===== config.mk =====
export PLATFORM = sky130hd
export DESIGN_NAME = murmur64a_hash
export DESIGN_NICKNAME = d
export VERILOG_FILES = /design/src/sv/mm64_pkg.sv /design/src/sv/mm64_mul.sv /design/src/sv/murmur64a_hash.sv
export SDC_FILE = /design/constraint.sdc
export NUM_CORES = 2
export LEC_CHECK = 0
export ABC_AREA = 1
export BUFFER_PORTS_ARGS = -buffer_cell sky130_fd_sc_hd__buf_2
export CAP_MARGIN = 10
export CORE_MARGIN = 10
export CORE_UTILIZATION = 58
export DETAILED_ROUTE_END_ITERATION = 8
export PLACE_DENSITY = 0.78
export SYNTH_ARGS = -nofsm -noshare
export SYNTH_HDL_FRONTEND = slang
export SYNTH_SLANG_ARGS = --single-unit

===== constraint.sdc =====
create_clock -name clk -period 7.15 [get_ports clk]
set_clock_uncertainty 0.05 [all_clocks]
set_input_delay 1.43 -clock clk [delete_from_list [all_inputs] [get_ports clk]]
set_output_delay 1.43 -clock clk [all_outputs]
set_load 0.02 [all_outputs]

===== src/sv/mm64_pkg.sv =====
package mm64_pkg;

  localparam logic [63:0] MixMult  = 64'hc6a4a7935bd1e995;
  localparam int          MixShift = 47;
  localparam logic [3:0]  FullWord = 4'd8;

  typedef enum logic [2:0] {
    S_IDLE,
    S_LEN,
    S_DISPATCH,
    S_K1,
    S_K2,
    S_H,
    S_AV,
    S_OUT
  } state_t;

  typedef struct packed {
    logic        start;
    logic [63:0] operand;
  } mul_req_t;

  function automatic logic [63:0] xorshift(input logic [63:0] v);
    xorshift = v ^ (v >> MixShift);
  endfunction

endpackage


===== src/sv/mm64_mul.sv =====
// Low 64 bits of operand * MixMult, built from three 32x32 partial products
// on one multiplier; result is valid with done.
module mm64_mul (
  input  logic                clk,
  input  logic                rst,
  input  mm64_pkg::mul_req_t  req,
  output logic                done,
  output logic [63:0]         result
);

  localparam logic [31:0] MultLo = mm64_pkg::MixMult[31:0];
  localparam logic [31:0] MultHi = mm64_pkg::MixMult[63:32];

  logic        busy;
  logic [1:0]  step;
  logic [63:0] a;
  logic [63:0] prod_q;
  logic [63:0] lo_q;
  logic [31:0] hi_q;
  logic [31:0] x;
  logic [31:0] y;

  always_comb begin
    unique case (step)
      2'd0: begin
        x = a[31:0];
        y = MultLo;
      end
      2'd1: begin
        x = a[63:32];
        y = MultLo;
      end
      default: begin
        x = a[31:0];
        y = MultHi;
      end
    endcase
  end

  always_ff @(posedge clk) begin
    if (rst) begin
      busy <= 1'b0;
      step <= 2'd0;
      done <= 1'b0;
    end else begin
      done <= 1'b0;
      if (req.start) begin
        busy <= 1'b1;
        step <= 2'd0;
      end else if (busy) begin
        step <= step + 2'd1;
        if (step == 2'd3) begin
          busy <= 1'b0;
          done <= 1'b1;
        end
      end
    end
  end

  always_ff @(posedge clk) begin
    if (req.start) begin
      a <= req.operand;
    end else if (busy) begin
      prod_q <= {32'd0, x} * {32'd0, y};
      unique case (step)
        2'd0: ;
        2'd1: lo_q <= prod_q;
        2'd2: hi_q <= lo_q[63:32] + prod_q[31:0];
        default: result <= {hi_q + prod_q[31:0], lo_q[31:0]};
      endcase
    end
  end

endmodule


===== src/sv/murmur64a_hash.sv =====
// One word in flight: s_tready is high only while idle, so the next word waits
// until the current one is done. Each 64-bit constant multiply holds the shared
// 32x32 multiplier. Per word: one multiply for the length on a message's first
// word, then three for a full word or one for a tail, plus one for the avalanche
// at a message's end and a load of the output register, delayed while it is full.
// Reset (rst, synchronous): seed 0, no message open, output empty.
module murmur64a_hash (
  input  logic          clk,
  input  logic          rst,
  // configuration: seed
  input  logic          cfg_valid,
  output logic          cfg_ready,
  input  logic [31:0]   cfg_data,
  // input stream
  input  logic          s_tvalid,
  output logic          s_tready,
  input  logic [103:0]  s_tdata,  // data_word[63:0], valid_bytes[67:64],
                                  // total_length[98:68], zero[103:99]
  input  logic          s_tlast,  // last_word
  // output stream
  output logic          m_tvalid,
  input  logic          m_tready,
  output logic [63:0]   m_tdata   // hash_value[63:0]
);

  mm64_pkg::state_t   state;
  mm64_pkg::state_t   state_next;
  mm64_pkg::mul_req_t mul_req;
  logic               mul_done;
  logic [63:0]        mul_res;

  logic [31:0] seed;
  logic [63:0] running_hash;
  logic        in_message;
  logic [63:0] h;
  logic [63:0] word;
  logic [3:0]  nvalid;
  logic        ends;

  logic [63:0] in_word;
  logic [3:0]  in_nvalid;
  logic        accept;
  logic        out_free;

  assign accept    = s_tvalid && s_tready;
  assign out_free  = !m_tvalid || m_tready;
  assign cfg_ready = 1'b1;
  assign in_nvalid = s_tdata[67] ? mm64_pkg::FullWord : s_tdata[67:64];

  // drop bytes beyond the valid count
  always_comb begin
    for (int i = 0; i < 8; i++) begin
      in_word[8*i +: 8] = (4'(i) < in_nvalid) ? s_tdata[8*i +: 8] : 8'd0;
    end
  end

  mm64_mul u_mul (
    .clk    (clk),
    .rst    (rst),
    .req    (mul_req),
    .done   (mul_done),
    .result (mul_res)
  );

  always_comb begin
    state_next = state;
    unique case (state)
      mm64_pkg::S_IDLE:
        if (accept) begin
          state_next = in_message ? mm64_pkg::S_DISPATCH : mm64_pkg::S_LEN;
        end
      mm64_pkg::S_LEN:
        if (mul_done) state_next = mm64_pkg::S_DISPATCH;
      mm64_pkg::S_DISPATCH:
        if (nvalid == mm64_pkg::FullWord) state_next = mm64_pkg::S_K1;
        else if (nvalid != 4'd0)          state_next = mm64_pkg::S_H;
        else                              state_next = mm64_pkg::S_AV;
      mm64_pkg::S_K1:
        if (mul_done) state_next = mm64_pkg::S_K2;
      mm64_pkg::S_K2:
        if (mul_done) state_next = mm64_pkg::S_H;
      mm64_pkg::S_H:
        if (mul_done) state_next = ends ? mm64_pkg::S_AV : mm64_pkg::S_IDLE;
      mm64_pkg::S_AV:
        if (mul_done) state_next = mm64_pkg::S_OUT;
      mm64_pkg::S_OUT:
        if (out_free) state_next = mm64_pkg::S_IDLE;
      default:
        state_next = mm64_pkg::S_IDLE;
    endcase
  end

  // issue the next multiply on the way into each multiply state
  always_comb begin
    s_tready        = (state == mm64_pkg::S_IDLE);
    mul_req.start   = 1'b0;
    mul_req.operand = 64'd0;
    unique case (state)
      mm64_pkg::S_IDLE: begin
        mul_req.start   = accept && !in_message;
        mul_req.operand = {33'd0, s_tdata[98:68]};
      end
      mm64_pkg::S_DISPATCH: begin
        mul_req.start = 1'b1;
        if (nvalid == mm64_pkg::FullWord) mul_req.operand = word;
        else if (nvalid != 4'd0)          mul_req.operand = h ^ word;
        else                              mul_req.operand = mm64_pkg::xorshift(h);
      end
      mm64_pkg::S_K1: begin
        mul_req.start   = mul_done;
        mul_req.operand = mm64_pkg::xorshift(mul_res);
      end
      mm64_pkg::S_K2: begin
        mul_req.start   = mul_done;
        mul_req.operand = h ^ mul_res;
      end
      mm64_pkg::S_H: begin
        mul_req.start   = mul_done && ends;
        mul_req.operand = mm64_pkg::xorshift(mul_res);
      end
      default: ;
    endcase
  end

  always_ff @(posedge clk) begin
    if (rst) begin
      state        <= mm64_pkg::S_IDLE;
      seed         <= 32'd0;
      running_hash <= 64'd0;
      in_message   <= 1'b0;
      m_tvalid     <= 1'b0;
    end else begin
      state <= state_next;
      if (cfg_valid && cfg_ready) seed <= cfg_data;
      if (state == mm64_pkg::S_OUT && out_free) begin
        m_tvalid <= 1'b1;
      end else if (m_tvalid && m_tready) begin
        m_tvalid <= 1'b0;
      end
      if (state == mm64_pkg::S_H && mul_done && !ends) begin
        running_hash <= mul_res;
        in_message   <= 1'b1;
      end
      if (state == mm64_pkg::S_OUT && out_free) begin
        running_hash <= 64'd0;
        in_message   <= 1'b0;
      end
    end
  end

  always_ff @(posedge clk) begin
    if (accept) begin
      word   <= in_word;
      nvalid <= in_nvalid;
      ends   <= s_tlast || (in_nvalid != mm64_pkg::FullWord);
      h      <= running_hash;
    end
    if (state == mm64_pkg::S_LEN && mul_done) begin
      h <= {32'd0, seed} ^ mul_res;
    end
    if (state == mm64_pkg::S_H && mul_done) begin
      h <= mul_res;
    end
    if (state == mm64_pkg::S_AV && mul_done) begin
      h <= mm64_pkg::xorshift(mul_res);
    end
    if (state == mm64_pkg::S_OUT && out_free) begin
      m_tdata <= h;
    end
  end

endmodule

### After elaboration in Yosys (flattened, before gate mapping)

Index checks and enable logic that the tools add are counted.

| operators by class | value |
|---|---|
| equal/unequal tests | 19 |
| bitwise operators | 8 |
| add/sub/neg operators | 3 |
| magnitude comparators | 8 |
| multipliers | 1 |
| muxes and demuxes | 28 |
| reduce and logical (&&, ||, !) cells | 29 |

Operators with widths:

| cell | number |
|---|---|
| 2-to-1 mux 64 bit | 6 |
| one-hot mux 65 bit (5 select lines) | 1 |
| bitwise XOR 64 x 17 -> 64 bit | 2 |
| bitwise XOR 64 bit | 2 |
| adder 32 bit | 2 |
| multiplier 32 x 32 -> 64 bit | 1 |
| 2-to-1 mux 32 bit | 2 |
| bitwise XOR 32 x 64 -> 64 bit | 1 |
| 2-to-1 mux 3 bit | 9 |
| one-hot mux 3 bit (8 select lines) | 1 |
| < comparator 3 x 4 -> 1 bit (first input constant) | 4 |
| == test 3 bit (second input constant) | 4 |
| inequality test 2 x 1 -> 1 bit (second input constant) | 6 |
| logical AND 1 bit | 9 |
| AND reduction 3 bit | 3 |
| < comparator 1 x 4 -> 1 bit (first input constant) | 2 |
| < comparator 2 x 4 -> 1 bit (first input constant) | 2 |
| nonzero test 4 bit | 2 |
| AND reduction 7 bit | 1 |
| == test 3 x 2 -> 1 bit (second input constant) | 2 |
| 2-to-1 mux 1 bit | 6 |
| OR reduction 2 bit | 3 |
| OR reduction 3 bit | 2 |
| == test 2 bit (second input constant) | 2 |
| 15 further kinds | 21 |

| word-level totals | value |
|---|---|
| bits in registers | 590 |
| bits of input ports | 142 |

### Depth between registers and ports, before layout

| depth | value |
|---|---|
| depth in word-level cells | 6 |
| gate-level depth with buffers | 40 |

### Modules after synthesis

Synthesis repeated with hierarchy kept, for this count alone.

| unflattened totals | value |
|---|---|
| cells, all modules | 6,305 |
| area total of the unflattened synthesis | 55,162.9 sq um |

Modules (own cells, without submodules):

| module | sequential area each (sq um) | instances | cells an instance | area an instance (sq um) |
|---|---|---|---|---|
| mm64_mul | 8,728.4 | 1 | 4,360 | 39,666.8 |
| murmur64a_hash | 7,937.6 | 1 | 1,945 | 15,496.1 |

### Worst setup path before layout

OpenSTA, ideal clock, no wires.

| path | value |
|---|---|
| path kind | input to register |
| start point | input port s_tvalid |
| end point | register u_mul.result[0] (enable) |
| stages on the path | 3 |
| required time | 6.522 ns |
| path buffers | 0 |
| setup slack | -0.647 ns |
| arrival time | 7.169 ns |
| setup time | 0.578 ns |
| path through | inv_1 -> o21ai_2 -> nor3b_1 |

RTL lines:

| item | line | RTL |
|---|---|---|
| start: declaration | murmur64a_hash.sv:15 | `input logic s_tvalid,` |
| end signal: assignment | mm64_mul.sv:69 | `default: result <= {hi_q + prod_q[31:0], lo_q[31:0]};` |
| end: declaration | mm64_mul.sv:8 | `output logic [63:0] result` |

### Worst setup path in the final report

| path | value |
|---|---|
| start point | register u_mul.step[1] |
| end point | register u_mul.prod_q[51] (data pin) |

| on the way | value |
|---|---|
| longest elaborated chain between the ends | 4 |

Ends and longest elaborated chain:

| item | line | RTL |
|---|---|---|
| start: declaration | mm64_mul.sv:15 | `logic [1:0] step;` |
| start signal: assignment | mm64_mul.sv:51 | `step <= step + 2'd1;` |
| == test 2 x 1 -> 1 bit or logical NOT 2 bit (tied branches) | mm64_mul.sv:24 | `unique case (step)` |
| OR reduction 2 bit (no source line) | n/a |  |
| 2-to-1 mux 32 bit | mm64_mul.sv:24 |  |
| multiplier 32 x 32 -> 64 bit (*) | mm64_mul.sv:64 | `prod_q <= {32'd0, x} * {32'd0, y};` |
| end signal: assignment | mm64_mul.sv:64 |  |
| end: declaration | mm64_mul.sv:17 | `logic [63:0] prod_q;` |

Every way passes the cells marked *; elsewhere a longest branch is shown, timed or not.
A chain may end at the register's enable or synchronous reset.

==> results.md <==
- Outcome: finished, violations left
- Failing checks: setup timing
- Yosys reg bits: 590
- Most common cell in the synthesized netlist: inv_1
- Post-synth top cells: inv_1, nand2_1, fa_1
- Critical Path AT: 7900 ps
- Die ar.: around 110000 µm²
- Total gr overflow: 0
- IO buf count: 202
- Die height: 325.8 µm
- Ranking of synthesized cells by area: edfxtp_1, fa_1, ha_1
- CTS buffer count: 66
- Hold/Removal Path Class: register to register
- Critical path depth: 29
- Final nets: 8091
- Beginning of the worst hold path: u_mul.lo_q[1]
- CP Class: register to register
- Max-Cap Viols: 0
- Peak fanout along the critical path: 8
- Commonest register cell after synthesis: edfxtp_1
- GRT Resource Usage Total: between 30% and 40%
- R2r startpoint: u_mul.step[1]
- Slew @ Worst Pin: 1217 ps
- Hold Buf Count CTS: 0
- Worst Hold End: u_mul.result[1]
- Reg-to-reg endpoint: u_mul.prod_q[51]
- PnR worst setup slack: -404.6 ps
- Root Driver: clkbuf_16
- Final period util: 105.7%
- Worst Hold Path Cells: 0
- Post-synth EDFFs: ~490
- Clk_lat worst skew: 660 ps
- Final max-slew violation count: 0
- Slowest cell on crit path: fa_2
- Cell accounting for the most synthesized area: edfxtp_1
- # H-tree levels: 3
- # DRC: 0
- Async SR Flop Fraction: 0%
- Crit start category: register
- Crit path buf inv count: 10
- Final Hold Viols: 0
- Hpwl dp: around 160000 µm
- RD Place Congestion: 1.018
- Most used cell, CP: fa_1
- TritonCTS clock tree: built
- CTS max path bufs: 3
- Detail Route Antenna Nets: 0
- Final Setup Violations: 44
- R2R setup slack: -400 ps
- Vias in the first global route: 45065
- Total I/O pin count: 209
- Max_slew headroom: 18.86%
- R2R depth: 29
- Worst path top cell family by delay: adder cells
- CTS sink count: 590
- Distinct cell type count after synthesis: 47
- Final min period: 7555 ps
- Layout area overhead: 21.47%
- Pin count of the biggest net entering global routing: 83
- Antenna violations before repair: 10
- First-pass GRT wire length: 280300 µm
- Total Wirelength: 191900 µm
- Syn_area_per_cell: 8.853 µm²
- Drt pass-1 iters: 6
- Element type at the critical path end: register
- Synth Warn #: 0
- Mapped cell area: roughly 54000 µm²
- Site Rows: 112
- Die W: 325.8 µm
- WP data required: 7490 ps
- Seq/Total Area, Yosys: 30.73%
- Wire length per cell: 23.48 µm
- Worst hold slack: 358.4 ps
- Post-synth top area share: between 20 and 30%
- Post-synthesis cell count: 6127
- CTS clk-pin slew, worst paths: 60 ps
- Number of DRC markers in iteration 0: approximately 5400
- Via density: around 5.6
- Core area: 93050 µm²
- Unrepaired setup endpoints after global routing: true
- Initial core utilization: 58.29%
- # fillers: 7151
- Max incr delay on CP: 620 ps
- Layout cells sized above 1: 22.58%
- Achievable Freq: 132.4 MHz
- Via count: 45489
[worst register-to-register path: cells and delay by family (launching register included)]
kind	cells	cell delay [ps]
adders and majority gates	10	4740
and+or+nand+nor	8	1040
buffers and inverters	10	1000
DFF	1	340
AOI/OAI and AO/OA	1	160
[sequential cells by signal (all words and copies together) (netlist names)]
name,cells
word,64
u_mul.done,1
ends,1
u_mul.lo_q,64
u_mul.a,64
u_mul.result,64
running_hash,64
u_mul.prod_q,64
m_tvalid,1
seed,32
nvalid,4
in_message,1
u_mul.busy,1
m_tdata,64
h,64
u_mul.hi_q,32
u_mul.step,2
state,3
[cell families after synthesis]
family | Yosys count | share of synthesized area (%)
compound gates | 606 | 6.325
xor+xnor | 151 | 2.438
fa+ha+maj | 1088 | 33.75
buf+inv | 1532 | 10.70
flops | 590 | 30.73
other cells | 2 | 0.01385
simple gates | 2158 | 16.04
[worst max path at each step]
stage,end,slack (ps),start
finish,u_mul.prod_q[51],-400,u_mul.step[1]
global route,u_mul.prod_q[63],-590,u_mul.step[1]
CTS,u_mul.prod_q[53],-290,u_mul.step[1]
detailed placement,u_mul.prod_q[63],-630,u_mul.step[1]
global placement,u_mul.prod_q[49],-660,u_mul.step[1]
floorplan,u_mul.result[0],-160,s_tvalid
[through the flow]
| stage | util, % | cell area, µm² | setup WS (ps) | setup TNS, ps | cells |
|---|---|---|---|---|---|
| global route | 70.80 | 65880 | -587.1 | -20670 | 8168 |
| floorplan | - | 54430 | -157.6 | -10090 | 6132 |
| global placement | 65.12 | 60590 | -659.3 | -21810 | 7987 |
| detailed placement | 65.12 | 60590 | -631.8 | -22870 | 7987 |
| CTS | 69.10 | 64300 | -288.7 | -8086 | 8140 |
| finish | 70.81 | 65890 | -404.6 | -12280 | 8171 |
[layout make-up]
| type | instances | area, µm² | area share, % |
|---|---|---|---|
| Multi-Input combinational cell | 4010 | 34270 | 52.01 |
| Sequential cell | 590 | 16670 | 25.30 |
| Timing Repair Buffer | 788 | 5887 | 8.935 |
| Inverter | 1405 | 5319 | 8.073 |
| Clock buffer | 96 | 1897 | 2.879 |
| Tap cell | 1254 | 1569 | 2.381 |
| Clock inverter | 25 | 267.8 | 0.4064 |
| Antenna cell | 3 | 7.507 | 0.01139 |
[layout by cell type, fill, tap and decap left out, drive strengths merged, types with 9 or more instances in the layout]
master	n
a211oi	30
a21oi	252
a22o	14
a31oi	9
buf	785
clkbuf	98
clkinv	15
dfxtp	105
edfxtp	485
fa	625
ha	463
inv	1409
nand2	1317
nand3	190
nand4	37
nor2	518
nor3	30
o2111ai	12
o211ai	18
o21a	17
o21ai	207
o21bai	16
o22ai	9
or2	55
xnor2	49
xor2	102
[metal layers]
metal / vias to the layer above / wire length, µm / global-route usage [%] / part of all wire, %
li1: 20471 / - / - / -
met1: 22047 / 74420 / 46.49 / 39
met2: 2422 / 85730 / 54.96 / 45
met3: 541 / 18990 / 7.628 / 9.9
met4: 8 / 12700 / 17.97 / 6.6
met5: - / 48 / 0 / 0.025
[what timing repair did]
item	4_1_cts	5_1_grt
setup buffers	31	27
endpoints found under the setup margin	47	50
gates resized for setup	339	415
gates cloned	1	2
endpoints found under the hold margin	0	0
pin swaps	101	229
Power is left out: the tool's default activity adds up to more than one toggle a clock period on the data nets, which glitch-free logic cannot reach.
